--- config.mk ---
export PLATFORM = sky130hd
export DESIGN_NAME = pcsa_queue
export DESIGN_NICKNAME = d
export VERILOG_FILES = /design/src/design/pcsa_pkg.sv /design/src/design/pcsa_queue.sv
export SDC_FILE = /design/constraint.sdc
export NUM_CORES = 1
export LEC_CHECK = 0
export ABC_CLOCK_PERIOD_IN_PS = 7000
export BUFFER_PORTS_ARGS = -buffer_cell sky130_fd_sc_hd__buf_4
export CAP_MARGIN = 20
export CORE_MARGIN = 8
export CORE_UTILIZATION = 61
export DETAILED_ROUTE_END_ITERATION = 7
export HOLD_SLACK_MARGIN = 0.08
export PLACE_DENSITY_LB_ADDON = 0.25
export SKIP_LAST_GASP = 1
export SLEW_MARGIN = 15
export SYNTH_ARGS = -nofsm -noshare
export SYNTH_HDL_FRONTEND = slang
export SYNTH_SLANG_ARGS = --single-unit
--- constraint.sdc ---
create_clock -name clock -period 7 [get_ports clock]
set_input_delay 1.4 -clock clock [delete_from_list [all_inputs] [get_ports clock]]
set_output_delay 1.4 -clock clock [all_outputs]
set_load 0.01 [all_outputs]
--- src/design/pcsa_pkg.sv ---
// Shared types, constants and codes for the particle cell scatter-add block.
package pcsa_pkg;

   // Field widths fixed by the item format.
   localparam int CELL_IDX_W = 12;
   localparam int VALUE_W    = 32;
   localparam int WEIGHT_W   = 17;
   localparam int SUM_W      = 48;
   localparam int PROD_W     = 50;
   localparam int CONTRIB_W  = 33;

   // Weight of exactly one in Q1.16.
   localparam logic [WEIGHT_W-1:0] WEIGHT_ONE = 17'h10000;

   // Saturation limits of the Q32.16 accumulators.
   localparam logic signed [SUM_W-1:0] SUM_MAX = 48'sh7FFF_FFFF_FFFF;
   localparam logic signed [SUM_W-1:0] SUM_MIN = 48'sh8000_0000_0000;

   // Defaults for the top-level parameters.
   localparam int DEF_NUM_CELLS   = 4096;
   localparam int DEF_QUEUE_DEPTH = 4;

   // Operation codes.
   typedef enum logic [1:0] {
      OP_ADD   = 2'd0,
      OP_SUB   = 2'd1,
      OP_READ  = 2'd2,
      OP_CLEAR = 2'd3
   } op_type;

   // Back-end sequencer states.
   typedef enum logic [1:0] {
      ST_CLEAR,
      ST_IDLE,
      ST_UPDATE
   } back_state_type;

   // One classified operation, handed from the front end to the back end.
   typedef struct packed {
      op_type                       op;
      logic [CELL_IDX_W-1:0]        cell_addr;
      logic signed [CONTRIB_W-1:0]  dx;
      logic signed [CONTRIB_W-1:0]  dy;
      logic signed [CONTRIB_W-1:0]  dz;
   } q_entry_type;

endpackage

--- src/design/pcsa_queue.sv ---
// Short queue of classified operations between the front end and the back end.
module pcsa_queue #(
   parameter int DEPTH = pcsa_pkg::DEF_QUEUE_DEPTH
) (
   input  logic                  clock,
   input  logic                  reset,
   input  logic                  push,
   input  pcsa_pkg::q_entry_type push_data,
   output logic                  full,
   input  logic                  pop,
   output pcsa_pkg::q_entry_type pop_data,
   output logic                  empty
);
   import pcsa_pkg::*;

   localparam int PTR_W = (DEPTH > 1) ? $clog2(DEPTH) : 1;
   localparam int CNT_W = $clog2(DEPTH + 1);

   q_entry_type       entry_ff [DEPTH];
   logic [PTR_W-1:0]  wr_ptr_ff, wr_ptr_in;
   logic [PTR_W-1:0]  rd_ptr_ff, rd_ptr_in;
   logic [CNT_W-1:0]  count_ff, count_in;
   logic              do_push;
   logic              do_pop;

   assign full     = (count_ff == CNT_W'(DEPTH));
   assign empty    = (count_ff == '0);
   assign do_push  = push && !full;
   assign do_pop   = pop && !empty;
   assign pop_data = entry_ff[rd_ptr_ff];

   // Pointer wrap and fill count.
   always_comb begin
      wr_ptr_in = wr_ptr_ff;
      rd_ptr_in = rd_ptr_ff;
      count_in  = count_ff;
      if (do_push) begin
         wr_ptr_in = (wr_ptr_ff == PTR_W'(DEPTH - 1)) ? '0 : wr_ptr_ff + 1'b1;
      end
      if (do_pop) begin
         rd_ptr_in = (rd_ptr_ff == PTR_W'(DEPTH - 1)) ? '0 : rd_ptr_ff + 1'b1;
      end
      if (do_push && !do_pop) begin
         count_in = count_ff + 1'b1;
      end else if (do_pop && !do_push) begin
         count_in = count_ff - 1'b1;
      end
   end

   always_ff @(posedge clock) begin
      if (reset) begin
         wr_ptr_ff <= '0;
         rd_ptr_ff <= '0;
         count_ff  <= '0;
      end else begin
         wr_ptr_ff <= wr_ptr_in;
         rd_ptr_ff <= rd_ptr_in;
         count_ff  <= count_in;
      end
   end

   // Entry storage.
   always_ff @(posedge clock) begin
      if (do_push) begin
         entry_ff[wr_ptr_ff] <= push_data;
      end
   end

endmodule

Word level (Yosys, flattened, before mapping)
Memory sizes are Yosys's and may differ from the RTL's. A register that Yosys moved wholly into a read port is not among the register bits.
Index checks and enable logic that the tools add are counted.

word-level totals
  bits in latches = 0
  memory bits (read-only) = 0
  bits in registers = 7
  input bits = 117
  word-level logic and storage cells = 29
  RAM bits = 452
  memories kept = 1

memories
  memory    words  bits a word  rd ports  clocked after memory_dff  wr ports  line              source
  entry_ff  4      113          1         1                         1         pcsa_queue.sv:19  q_entry_type entry_ff [DEPTH];

operators by class
  divide/modulo/power cells = 0
  mux-type cells = 8
  shift-type cells = 0
  equal/unequal tests = 3
  $add $sub $neg = 4
  multiply operators = 0
  magnitude comparators = 0
  reductions and logical operators = 10
  bitwise operators = 0

operator list
  kind                 number
  $mux 2               4
  $mux 3               2
  $add 2x1->2 const B  2
  $eq 2x2->1 const B   2
  $logic_and 1x1->1    4
  $logic_not 1->1      4
  $add 3x1->3 const B  1
  $eq 3x3->1 const B   1
  $logic_not 3->1      1
  $sub 3x1->3 const B  1
  $mux 1               2
  $reduce_bool 2->1    1

Depth between registers and ports, before layout
Gate-level depths: netlist (run 1).

  word-level depth = 7
  depth in mapped cells = 10
  depth with buffers taken out = 9

Least setup slack after synthesis (run 1)
Ideal clock, no wire load.

  path kind = input -> register
  from = input port push
  to = memory entry_ff[3][0] (netlist name), enable pin
  stages = 1
  arrival = 4.059 ns
  setup time = 0.486 ns
  slack = 2.456 ns
  path buffers = 0
  cells stage by stage = and3_1

between the ends
  longest elaborated chain between the ends = 3

ends and longest elaborated chain
  what                          line              source
  from (decl)                   pcsa_queue.sv:7   input logic push,
  $logic_and 1x1->1             pcsa_queue.sv:28  assign do_push = push && !full;
  $mux 1                        pcsa_queue.sv:64  if (do_push) begin
  $mux 1 (not written as such)  pcsa_queue.sv:65  entry_ff[wr_ptr_ff] <= push_data;
  to (decl)                     pcsa_queue.sv:19

No other way between the ends.

==> impl_metrics.env, run 1 <==
export IMPL_die_x_microns=182
export IMPL_cts_root_buffer_cell="sky130_fd_sc_hd__clkbuf_16"
export IMPL_outcome="completed"
export IMPL_syn_cell_area_sq_um=16800
export IMPL_drt_pass1_iterations=5
export IMPL_crit_path_start_kind="flip-flop"
export IMPL_number_of_max_cap_violations=0
export IMPL_drtIter0Drc=579
export IMPL_tritoncts="built"
export IMPL_timing_setup_critical_path_class="flip-flop to output port"
export IMPL_hold_path_class="flip-flop to flip-flop"
export IMPL_ir_worst_vdd_uv=241
export IMPL_commonest_non_fill_non_tap_cell_in_the_layout="sky130_fd_sc_hd__edfxtp_1"
export IMPL_syn_inst=641
export IMPL_report_final_setup_viol=0
export IMPL_hold_violations=0
export IMPL_drt_antenna_violating_nets=0
export IMPL_ys_warn_count=0
export IMPL_die_y_microns=182
export IMPL_drt_wirelength_per_cell_microns=25.5
export IMPL_yosys_register_bits=461
export IMPL_syn_to_final_growth_pct=19.9
export IMPL_global_route_wire_length_before_repair_microns=48700
export IMPL_port_buffer_count=231
export IMPL_globalRouteOverflowTotal=0
export IMPL_clock_sinks=461
export IMPL_timing_fmax_ghz=0.235
export IMPL_max_slew_worst_pin_slew_ps=975
export IMPL_fp_dieArea_sq_um=33100
export IMPL_hpwl_after_dpl_microns=20000
export IMPL_routed_wirelength_microns=32500
export IMPL_worstRegToRegCells=3
export IMPL_skew_ps=11.4
export IMPL_data_required_time_at_the_worst_endpoint_ps=5600
export IMPL_total_power_mw=7.15
export IMPL_synthesis_area_per_instance_sq_um=26.2
export IMPL_cts_buffer_depth=3
export IMPL_worst_hold_check_slack_ps=517
export IMPL_commonest_non_fill_non_tap_cells_in_the_layout="sky130_fd_sc_hd__edfxtp_1 (452), sky130_fd_sc_hd__buf_4 (238), sky130_fd_sc_hd__mux4_2 (113)"
export IMPL_drv_slew=0
export IMPL_syn_num_nets=765
export IMPL_relSlewSlack=0.350
export IMPL_vias=7587
export IMPL_gpl_final_weighted_congestion=0.730
export IMPL_global_route_usage_total=0.194
export IMPL_number_of_global_route_vias_before_repair=8252
export IMPL_finish_net_count=1022
export IMPL_final_min_clock_period_ps=4260
export IMPL_cellLeakagePower_nw=6.75
export IMPL_power_density_over_the_cells_nw_per_um2=355
export IMPL_grt_max_degree=64
export IMPL_whs_path_depth=2
export IMPL_final_period_utilization=0.609
export IMPL_number_of_gates_resized_after_cts=0
export IMPL_core_area_sq_um=27000
export IMPL_share_of_the_yosys_chip_area_belonging_to_registers=0.819
export IMPL_floorplan_rows=60
export IMPL_clkSlewWorstSetupHoldPaths_ps=60
export IMPL_tritoncts_num_buffers=44
export IMPL_clkLatencyLatePin_ps=520
export IMPL_placed_cells=1192
export IMPL_drcViolationCount=0
export IMPL_cts_hold_buf=0
export IMPL_fin_setup_tns_ps=0
export IMPL_post_layout_nonfiller_instances=1274
export IMPL_final_area_sq_um=20100
export IMPL_dpl_cell_area_sq_um=18800
export IMPL_crit_path_max_fanout=62
export IMPL_cts_max_level=2
export IMPL_drive_gt1_frac=0.450
export IMPL_average_via_count_per_standard_cell=5.96
export IMPL_post_cts_buffers=0
export IMPL_start_util=0.622
export IMPL_crit_arrival_ps=2860
export IMPL_grt_setup_unrepaired="false"
export IMPL_antenna_violations_before_repair=3
export IMPL_ys_types=24
export IMPL_boundaryPins=232
export IMPL_setup_worst_path_end_class="output port"
## final timing paths
kind,startpoint,to,slack [ps]
worst max register to register,count_ff[0],entry_ff[1][78],4180
worst min-delay path,rd_ptr_ff[0],flip-flop,520
worst max-delay path,flip-flop,pop_data[96],2740
worst min register to register,rd_ptr_ff[0],flip-flop,520
## per-layer routing
layer	wire (microns)	vias to the layer above	part of all wire	GRT usage
met4	651	2	0.020	0.0544
met2	16900	269	0.52	0.322
met3	2340	54	0.072	0.0553
met1	12600	3980	0.39	0.250
met5	13	-	0.00040	0
li1	-	3282	-	-
## per-stage QoR
| step | setup slack, ps | util |
|---|---|---|
| final | 2740 | 0.745 |
| after global routing | 2620 | 0.745 |
| after CTS | 2670 | 0.744 |
| after detailed placement | 3220 | 0.696 |
| after global placement | 3240 | 0.696 |
| after floorplan | 2460 | - |
## power breakdown
part | internal (mW) | switching (mW)
sequential | 3.34 | 0.111
clock | 1.19 | 0.924
combinational | 0.824 | 0.758
## critical path, stage by stage, from the launching register on
cell and delay, ps:
sky130_fd_sc_hd__dfxtp_4 920, sky130_fd_sc_hd__buf_4 740, sky130_fd_sc_hd__mux4_2 450, sky130_fd_sc_hd__buf_4 170
## sequential cells by signal (all words and copies together), names as in the netlist, named ones only
signal and flops:
count_ff 3, entry_ff 452, rd_ptr_ff 2, wr_ptr_ff 2
## Yosys cell counts (all sizes together)
library cell / number / share of area
edfxtp: 452 / 0.81
mux4: 113 / 0.15
buf: 22 / 0.012
dfxtp: 9 / 0.011
clkbuf: 6 / 0.0013
ha: 6 / 0.0045
inv: 5 / 0.0011
and3: 4 / 0.0015
nor2: 4 / 0.00089
a21oi: 3 / 0.00089
mux2i: 2 / 0.0012
nand3: 2 / 0.00060
nor3: 2 / 0.00060
o21ai: 2 / 0.00060
o31ai: 2 / 0.0012
or3: 2 / 0.00074
xor2: 2 / 0.0010
fa: 1 / 0.0012
nand2: 1 / 0.00022
or3b: 1 / 0.00052
## layout make-up
class,instances,area (sq um)
clock buffer,55,1170
timing repair buffer,239,1810
tap,341,427
antenna,2,5.00
inverter,5,18.8
clock inverter,24,113
fill,1453,6890
sequential,461,13800
multi-input combinational,147,2830
## logic make-up after synthesis
group | after synthesis | share of synthesized area
flops | 461 | 0.819
mux | 115 | 0.153
buf+inv | 33 | 0.0142
simple gates | 16 | 0.00506
compound gates | 7 | 0.00268
fa+ha+maj | 7 | 0.00566
xor+xnor | 2 | 0.00104
(Power assumes the default switching activity.)
==> inputs of run 2 (changes only) <==
ABC_AREA = 1   (was default)
ABC_CLOCK_PERIOD_IN_PS = 3700   (was 7000)
CORE_UTILIZATION = 52   (was 61)
clock period = 3.7 ns   (was 7 ns; I/O delays follow)
==> impl_metrics.env, run 2 <==
export IMPL_crit_path_max_fanout=90
export IMPL_relSlewSlack=0.393
export IMPL_ys_warn_count=0
export IMPL_worstHoldEndpoint="count_ff[0]"
export IMPL_drive_gt1_frac=0.225
export IMPL_power_density_over_the_cells_nw_per_um2=744
export IMPL_critical_path_max_stage_delay_ps=690
export IMPL_critical_path_top_cell_by_count="sky130_fd_sc_hd__buf_4"
export IMPL_synthesis_area_per_instance_sq_um=14.8
export IMPL_skew_ps=6.48
export IMPL_power_share_combinational=0.290
export IMPL_hpwl_after_dpl_microns=22300
export IMPL_worstPathBufferInverterCount=2
export IMPL_hold_violations=0
export IMPL_average_via_count_per_standard_cell=5.51
export IMPL_share_of_the_yosys_chip_area_belonging_to_registers=0.799
export IMPL_syn_to_final_growth_pct=21.2
export IMPL_swShare=0.306
export IMPL_vias=10300
export IMPL_boundaryPins=232
export IMPL_clkSlewWorstSetupHoldPaths_ps=60
export IMPL_ir_worst_vdd_uv=504
export IMPL_cts_max_level=2
export IMPL_most_used_standard_cell_by_instance_count_after_synthesis="sky130_fd_sc_hd__edfxtp_1"
export IMPL_data_required_time_at_the_worst_endpoint_ps=2960
export IMPL_hold_start="reset"
export IMPL_whs_path_depth=2
export IMPL_worstPathCellList="buf_4, o21ai_0, o22ai_1, buf_4"
export IMPL_drcViolationCount=0
export IMPL_biggestRegsByFlops="entry_ff (452), count_ff (3)"
export IMPL_cts_root_buffer_cell="sky130_fd_sc_hd__clkbuf_16"
export IMPL_synth_area_leaders="sky130_fd_sc_hd__edfxtp_1 (79%), sky130_fd_sc_hd__o21ai_0 (5.7%), sky130_fd_sc_hd__nor2_1 (5.3%)"
export IMPL_ys_types=22
export IMPL_synth_top_cells_by_count="sky130_fd_sc_hd__edfxtp_1 (452), sky130_fd_sc_hd__nor2_1 (243), sky130_fd_sc_hd__o21ai_0 (197)"
export IMPL_number_of_global_route_vias_before_repair=10400
export IMPL_commonest_non_fill_non_tap_cells_in_the_layout="sky130_fd_sc_hd__edfxtp_1 (452), sky130_fd_sc_hd__nor2_1 (239), sky130_fd_sc_hd__buf_4 (239)"
export IMPL_max_slew_worst_pin_slew_ps=910
export IMPL_clock_sinks=461
export IMPL_start_util=0.529
export IMPL_synth_largest_area_cell="sky130_fd_sc_hd__edfxtp_1"
export IMPL_final_min_clock_period_ps=3070
export IMPL_global_route_wire_length_before_repair_microns=58300
export IMPL_synth_edf_count=452
export IMPL_number_of_max_cap_violations=0
export IMPL_globalRouteOverflowTotal=0
export IMPL_drv_slew=0
export IMPL_die_y_microns=198
export IMPL_syn_cell_area_sq_um=17200
export IMPL_timing_critical_path_max_delay_family="buffers and inverters"
export IMPL_worst_hold_check_slack_ps=383
export IMPL_yosys_register_bits=461
export IMPL_setup_worst_path_end_class="output port"
export IMPL_gpl_final_weighted_congestion=0.725
export IMPL_p_sw_mw=4.75
export IMPL_grt_setup_unrepaired="false"
export IMPL_clkLatencyLatePin_ps=520
export IMPL_dpl_cell_area_sq_um=19400
export IMPL_share_of_synthesized_flip_flops_with_an_asynchronous_set_or_reset=0
export IMPL_synth_largest_type_area_fraction=0.789
export IMPL_final_area_sq_um=20900
export IMPL_number_of_gates_resized_after_cts=0
export IMPL_tritoncts="built"
export IMPL_dominantRegCellSynth="sky130_fd_sc_hd__edfxtp_1"
export IMPL_finish_net_count=1512
export IMPL_crit_path_start_kind="flip-flop"
export IMPL_drt_antenna_violating_nets=0
export IMPL_r2r_start="count_ff[0]"
export IMPL_final_period_utilization=0.829
export IMPL_core_area_sq_um=32500
export IMPL_worstReg2RegEnd="count_ff[1]"
export IMPL_largest_register_ff_count=452
export IMPL_drt_wirelength_per_cell_microns=20.6
export IMPL_timing_setup_critical_path_class="flip-flop to output port"
export IMPL_ff_latch_area_sq_um=13800
export IMPL_p_int_mw=10.8
export IMPL_cellLeakagePower_nw=7.30
export IMPL_crit_slowest_cell="sky130_fd_sc_hd__buf_4"
export IMPL_multi_input_comb_area_sq_um=2980
export IMPL_port_buffer_count=231
export IMPL_fp_dieArea_sq_um=39200
export IMPL_drt_pass1_iterations=5
export IMPL_outcome="completed"
export IMPL_floorplan_rows=66
export IMPL_timing_fmax_ghz=0.326
export IMPL_routed_wirelength_microns=38400
export IMPL_grt_max_degree=137
export IMPL_report_final_setup_viol=0
export IMPL_cts_buffer_depth=3
export IMPL_cts_hold_buf=0
export IMPL_global_route_usage_total=0.190
export IMPL_fill_cells=2428
export IMPL_hold_path_class="primary input to flip-flop"
export IMPL_commonest_non_fill_non_tap_cell_in_the_layout="sky130_fd_sc_hd__edfxtp_1"
export IMPL_clkPwrFrac=0.288
export IMPL_drtIter0Drc=678
export IMPL_post_cts_buffers=0
export IMPL_regToRegSetupSlack_ps=1520
export IMPL_top_register="entry_ff"
export IMPL_syn_inst=1163
export IMPL_seq_power_share=0.422
export IMPL_syn_num_nets=1287
export IMPL_worstRegToRegCells=9
export IMPL_tritoncts_num_buffers=46
export IMPL_antenna_violations_before_repair=1
export IMPL_crit_arrival_ps=2330
export IMPL_die_x_microns=198
[run 2: changes by cell type in the layout (fill, tap and decap cells not counted), sizes merged, moves of 4 or more]
cell    change
and3        -4
buf        +11
clkbuf      +8
clkinv      -4
inv        +13
mux4      -113
nand2      +13
nor2      +239
o21ai     +225
o22ai     +113
[run 2: cell families after synthesis]
logic type / after synthesis / synth area share
xor gates and xnor gates: 1 / 0.000509
adders and majority gates: 7 / 0.00552
buffers and inverters: 91 / 0.0297
DFF: 461 / 0.799
and+or+nand+nor: 261 / 0.0576
AOI/OAI and AO/OA: 342 / 0.108
[run 2: worst max path at each step]
stage,from,endpoint,cells after the start
CTS,flip-flop,pop_data[8],4
floorplan,push,entry_ff[0][0],2
finish,flip-flop,pop_data[31],4
detailed placement,flip-flop,pop_data[8],4
global placement,flip-flop,pop_data[103],5
global route,flip-flop,pop_data[31],4
[run 2: power by group through the flow]
| stage | sequential (mW) | combinational (mW) | clock, mW |
|---|---|---|---|
| final | 6.55 | 4.50 | 4.47 |
| after global routing | 6.60 | 4.92 | 4.73 |
| after CTS | 6.56 | 4.58 | 4.55 |
| after detailed placement | 6.66 | 4.56 | 0 |
| after global placement | 6.64 | 4.48 | 0 |
| after floorplan | 6.62 | 2.48 | 0 |
[run 2: cell type report]
cell class / count / area share
inverter: 18 / 0.00354
antenna: 1 / 0.000120
timing repair buffer: 250 / 0.0966
tap: 442 / 0.0265
clock inverter: 23 / 0.00882
clock buffer: 63 / 0.0618
sequential: 461 / 0.660
multi-input combinational: 611 / 0.143
[run 2: layer usage]
metal	part of all wire	routed length [microns]	global-route usage	up-vias
met5	0	0	0	-
met4	0.017	654	0.0459	0
met3	0.089	3430	0.0542	50
met2	0.48	18600	0.317	382
met1	0.41	15700	0.244	5039
li1	-	-	-	4835
[run 2: metrics by stage]
step	cells	power [mW]	util	setup slack, ps	TNS (ps)
2_1_floorplan	1163	9.10	-	-607	-274580
3_3_place_gp	1782	11.1	0.596	1200	0
3_5_place_dp	1782	11.2	0.596	1170	0
4_1_cts	1868	15.7	0.641	606	0
5_1_grt	1869	16.3	0.641	446	0
6_report	1869	15.5	0.641	633	0
==> inputs of run 3 (changes only) <==
ABC_CLOCK_PERIOD_IN_PS = 2700   (was 3700)
clock period = 2.7 ns   (was 3.7 ns; I/O delays follow)
==> impl_metrics.env, run 3 (same netlist as run 2, synthesis figures left out) <==
export IMPL_clkSlewWorstSetupHoldPaths_ps=60
export IMPL_relSlewSlack=0.628
export IMPL_tritoncts_num_buffers=46
export IMPL_timing_setup_critical_path_class="flip-flop to output port"
export IMPL_vias=10300
export IMPL_tritoncts="built"
export IMPL_top_register="entry_ff"
export IMPL_data_required_time_at_the_worst_endpoint_ps=2160
export IMPL_clock_sinks=461
export IMPL_commonest_non_fill_non_tap_cells_in_the_layout="sky130_fd_sc_hd__edfxtp_1 (452), sky130_fd_sc_hd__nor2_1 (238), sky130_fd_sc_hd__buf_4 (238)"
export IMPL_syn_to_final_growth_pct=21.9
export IMPL_routed_wirelength_microns=38100
export IMPL_cellLeakagePower_nw=7.35
export IMPL_power_density_over_the_cells_nw_per_um2=1010
export IMPL_global_route_wire_length_before_repair_microns=56700
export IMPL_core_area_sq_um=32500
export IMPL_port_buffer_count=231
export IMPL_start_util=0.529
export IMPL_grt_setup_unrepaired="true"
export IMPL_finish_net_count=1519
export IMPL_timing_fmax_ghz=0.384
export IMPL_drt_antenna_violating_nets=0
export IMPL_floorplan_rows=66
export IMPL_biggestRegsByFlops="entry_ff (452), count_ff (3)"
export IMPL_commonest_non_fill_non_tap_cell_in_the_layout="sky130_fd_sc_hd__edfxtp_1"
export IMPL_report_final_setup_viol=0
export IMPL_drt_wirelength_per_cell_microns=20.3
export IMPL_max_slew_worst_pin_slew_ps=557
export IMPL_antenna_violations_before_repair=3
export IMPL_crit_slowest_cell="sky130_fd_sc_hd__dfxtp_4"
export IMPL_crit_arrival_ps=2060
export IMPL_critical_path_max_stage_delay_ps=540
export IMPL_drtIter0Drc=686
export IMPL_crit_path_max_fanout=58
export IMPL_hpwl_after_dpl_microns=21900
export IMPL_final_min_clock_period_ps=2600
export IMPL_grt_max_degree=145
export IMPL_die_x_microns=198
export IMPL_drv_slew=0
export IMPL_number_of_max_cap_violations=0
export IMPL_multi_input_comb_area_sq_um=3000
export IMPL_ff_latch_area_sq_um=13800
export IMPL_gpl_final_weighted_congestion=0.719
export IMPL_drt_pass1_iterations=4
export IMPL_final_period_utilization=0.964
export IMPL_skew_ps=13.6
export IMPL_clkLatencyLatePin_ps=540
export IMPL_drive_gt1_frac=0.232
export IMPL_ir_worst_vdd_uv=697
export IMPL_post_layout_nonfiller_instances=1871
export IMPL_setup_worst_path_end_class="output port"
export IMPL_average_via_count_per_standard_cell=5.53
export IMPL_largest_register_ff_count=452
export IMPL_number_of_gates_resized_after_cts=0
export IMPL_number_of_global_route_vias_before_repair=10100
export IMPL_hold_violations=0
export IMPL_cts_hold_buf=0
export IMPL_drcViolationCount=0
export IMPL_worstPathCellList="buf_12, o21ai_0, o22ai_1, buf_4"
export IMPL_total_power_mw=21.3
export IMPL_crit_path_start_kind="flip-flop"
export IMPL_cts_buffer_depth=3
export IMPL_globalRouteOverflowTotal=0
export IMPL_hold_path_class="primary input to flip-flop"
export IMPL_outcome="completed"
export IMPL_fp_dieArea_sq_um=39200
export IMPL_boundaryPins=232
export IMPL_post_cts_buffers=0
export IMPL_global_route_usage_total=0.186
export IMPL_placed_cells=1788
export IMPL_fill_cells=2357
export IMPL_cts_max_level=2
export IMPL_cts_root_buffer_cell="sky130_fd_sc_hd__clkbuf_16"
export IMPL_die_y_microns=198
[run 3: report_power, final]
group	internal (mW)	switching, mW
logic	2.53	3.85
registers	8.72	0.234
clock network	3.47	2.46
total	14.7	6.54
[run 3: final timing paths]
check / startpoint / end / slack, ps / cells after the start
setup / recovery: flip-flop / pop_data[93] / 100 / 4
hold / removal: reset / count_ff[0] / 150 / 2
setup reg to reg: count_ff[1] / count_ff[1] / 850 / 9
hold reg to reg: count_ff[1] / count_ff[1] / 520 / 2
[run 3: cell type report]
class / instances / share of cell area
antenna: 1 / 0.000119
clock buffer: 58 / 0.0600
tap: 442 / 0.0264
timing repair buffer: 257 / 0.104
multi-input combinational: 611 / 0.143
clock inverter: 23 / 0.00733
inverter: 18 / 0.00364
sequential: 461 / 0.656
[run 3: worst max-delay path: cells and delay by family, from the launching register on]
family / cells / cell delay [ps]
buf+inv: 2 / 480
compound gates: 2 / 430
flops: 1 / 540
[run 3: layer usage]
layer / track usage / vias to the layer above / wire length (microns)
met1: 0.237 / 5092 / 15600
met4: 0.0619 / 4 / 1040
li1: - / 4846 / -
met2: 0.301 / 319 / 18200
met3: 0.0586 / 77 / 3160
met5: 0 / - / 27
[run 3: per-stage QoR]
step	setup WS (ps)	utilization	area, sq um	TNS (ps)	hold slack, ps
floorplan	-28.2	-	17300	-5960	483
global placement	638	0.600	19500	0	506
detailed placement	617	0.600	19500	0	517
CTS	24.6	0.644	20900	0	119
global route	-19.0	0.645	21000	-19.0	127
finish	97.8	0.645	21000	0	151
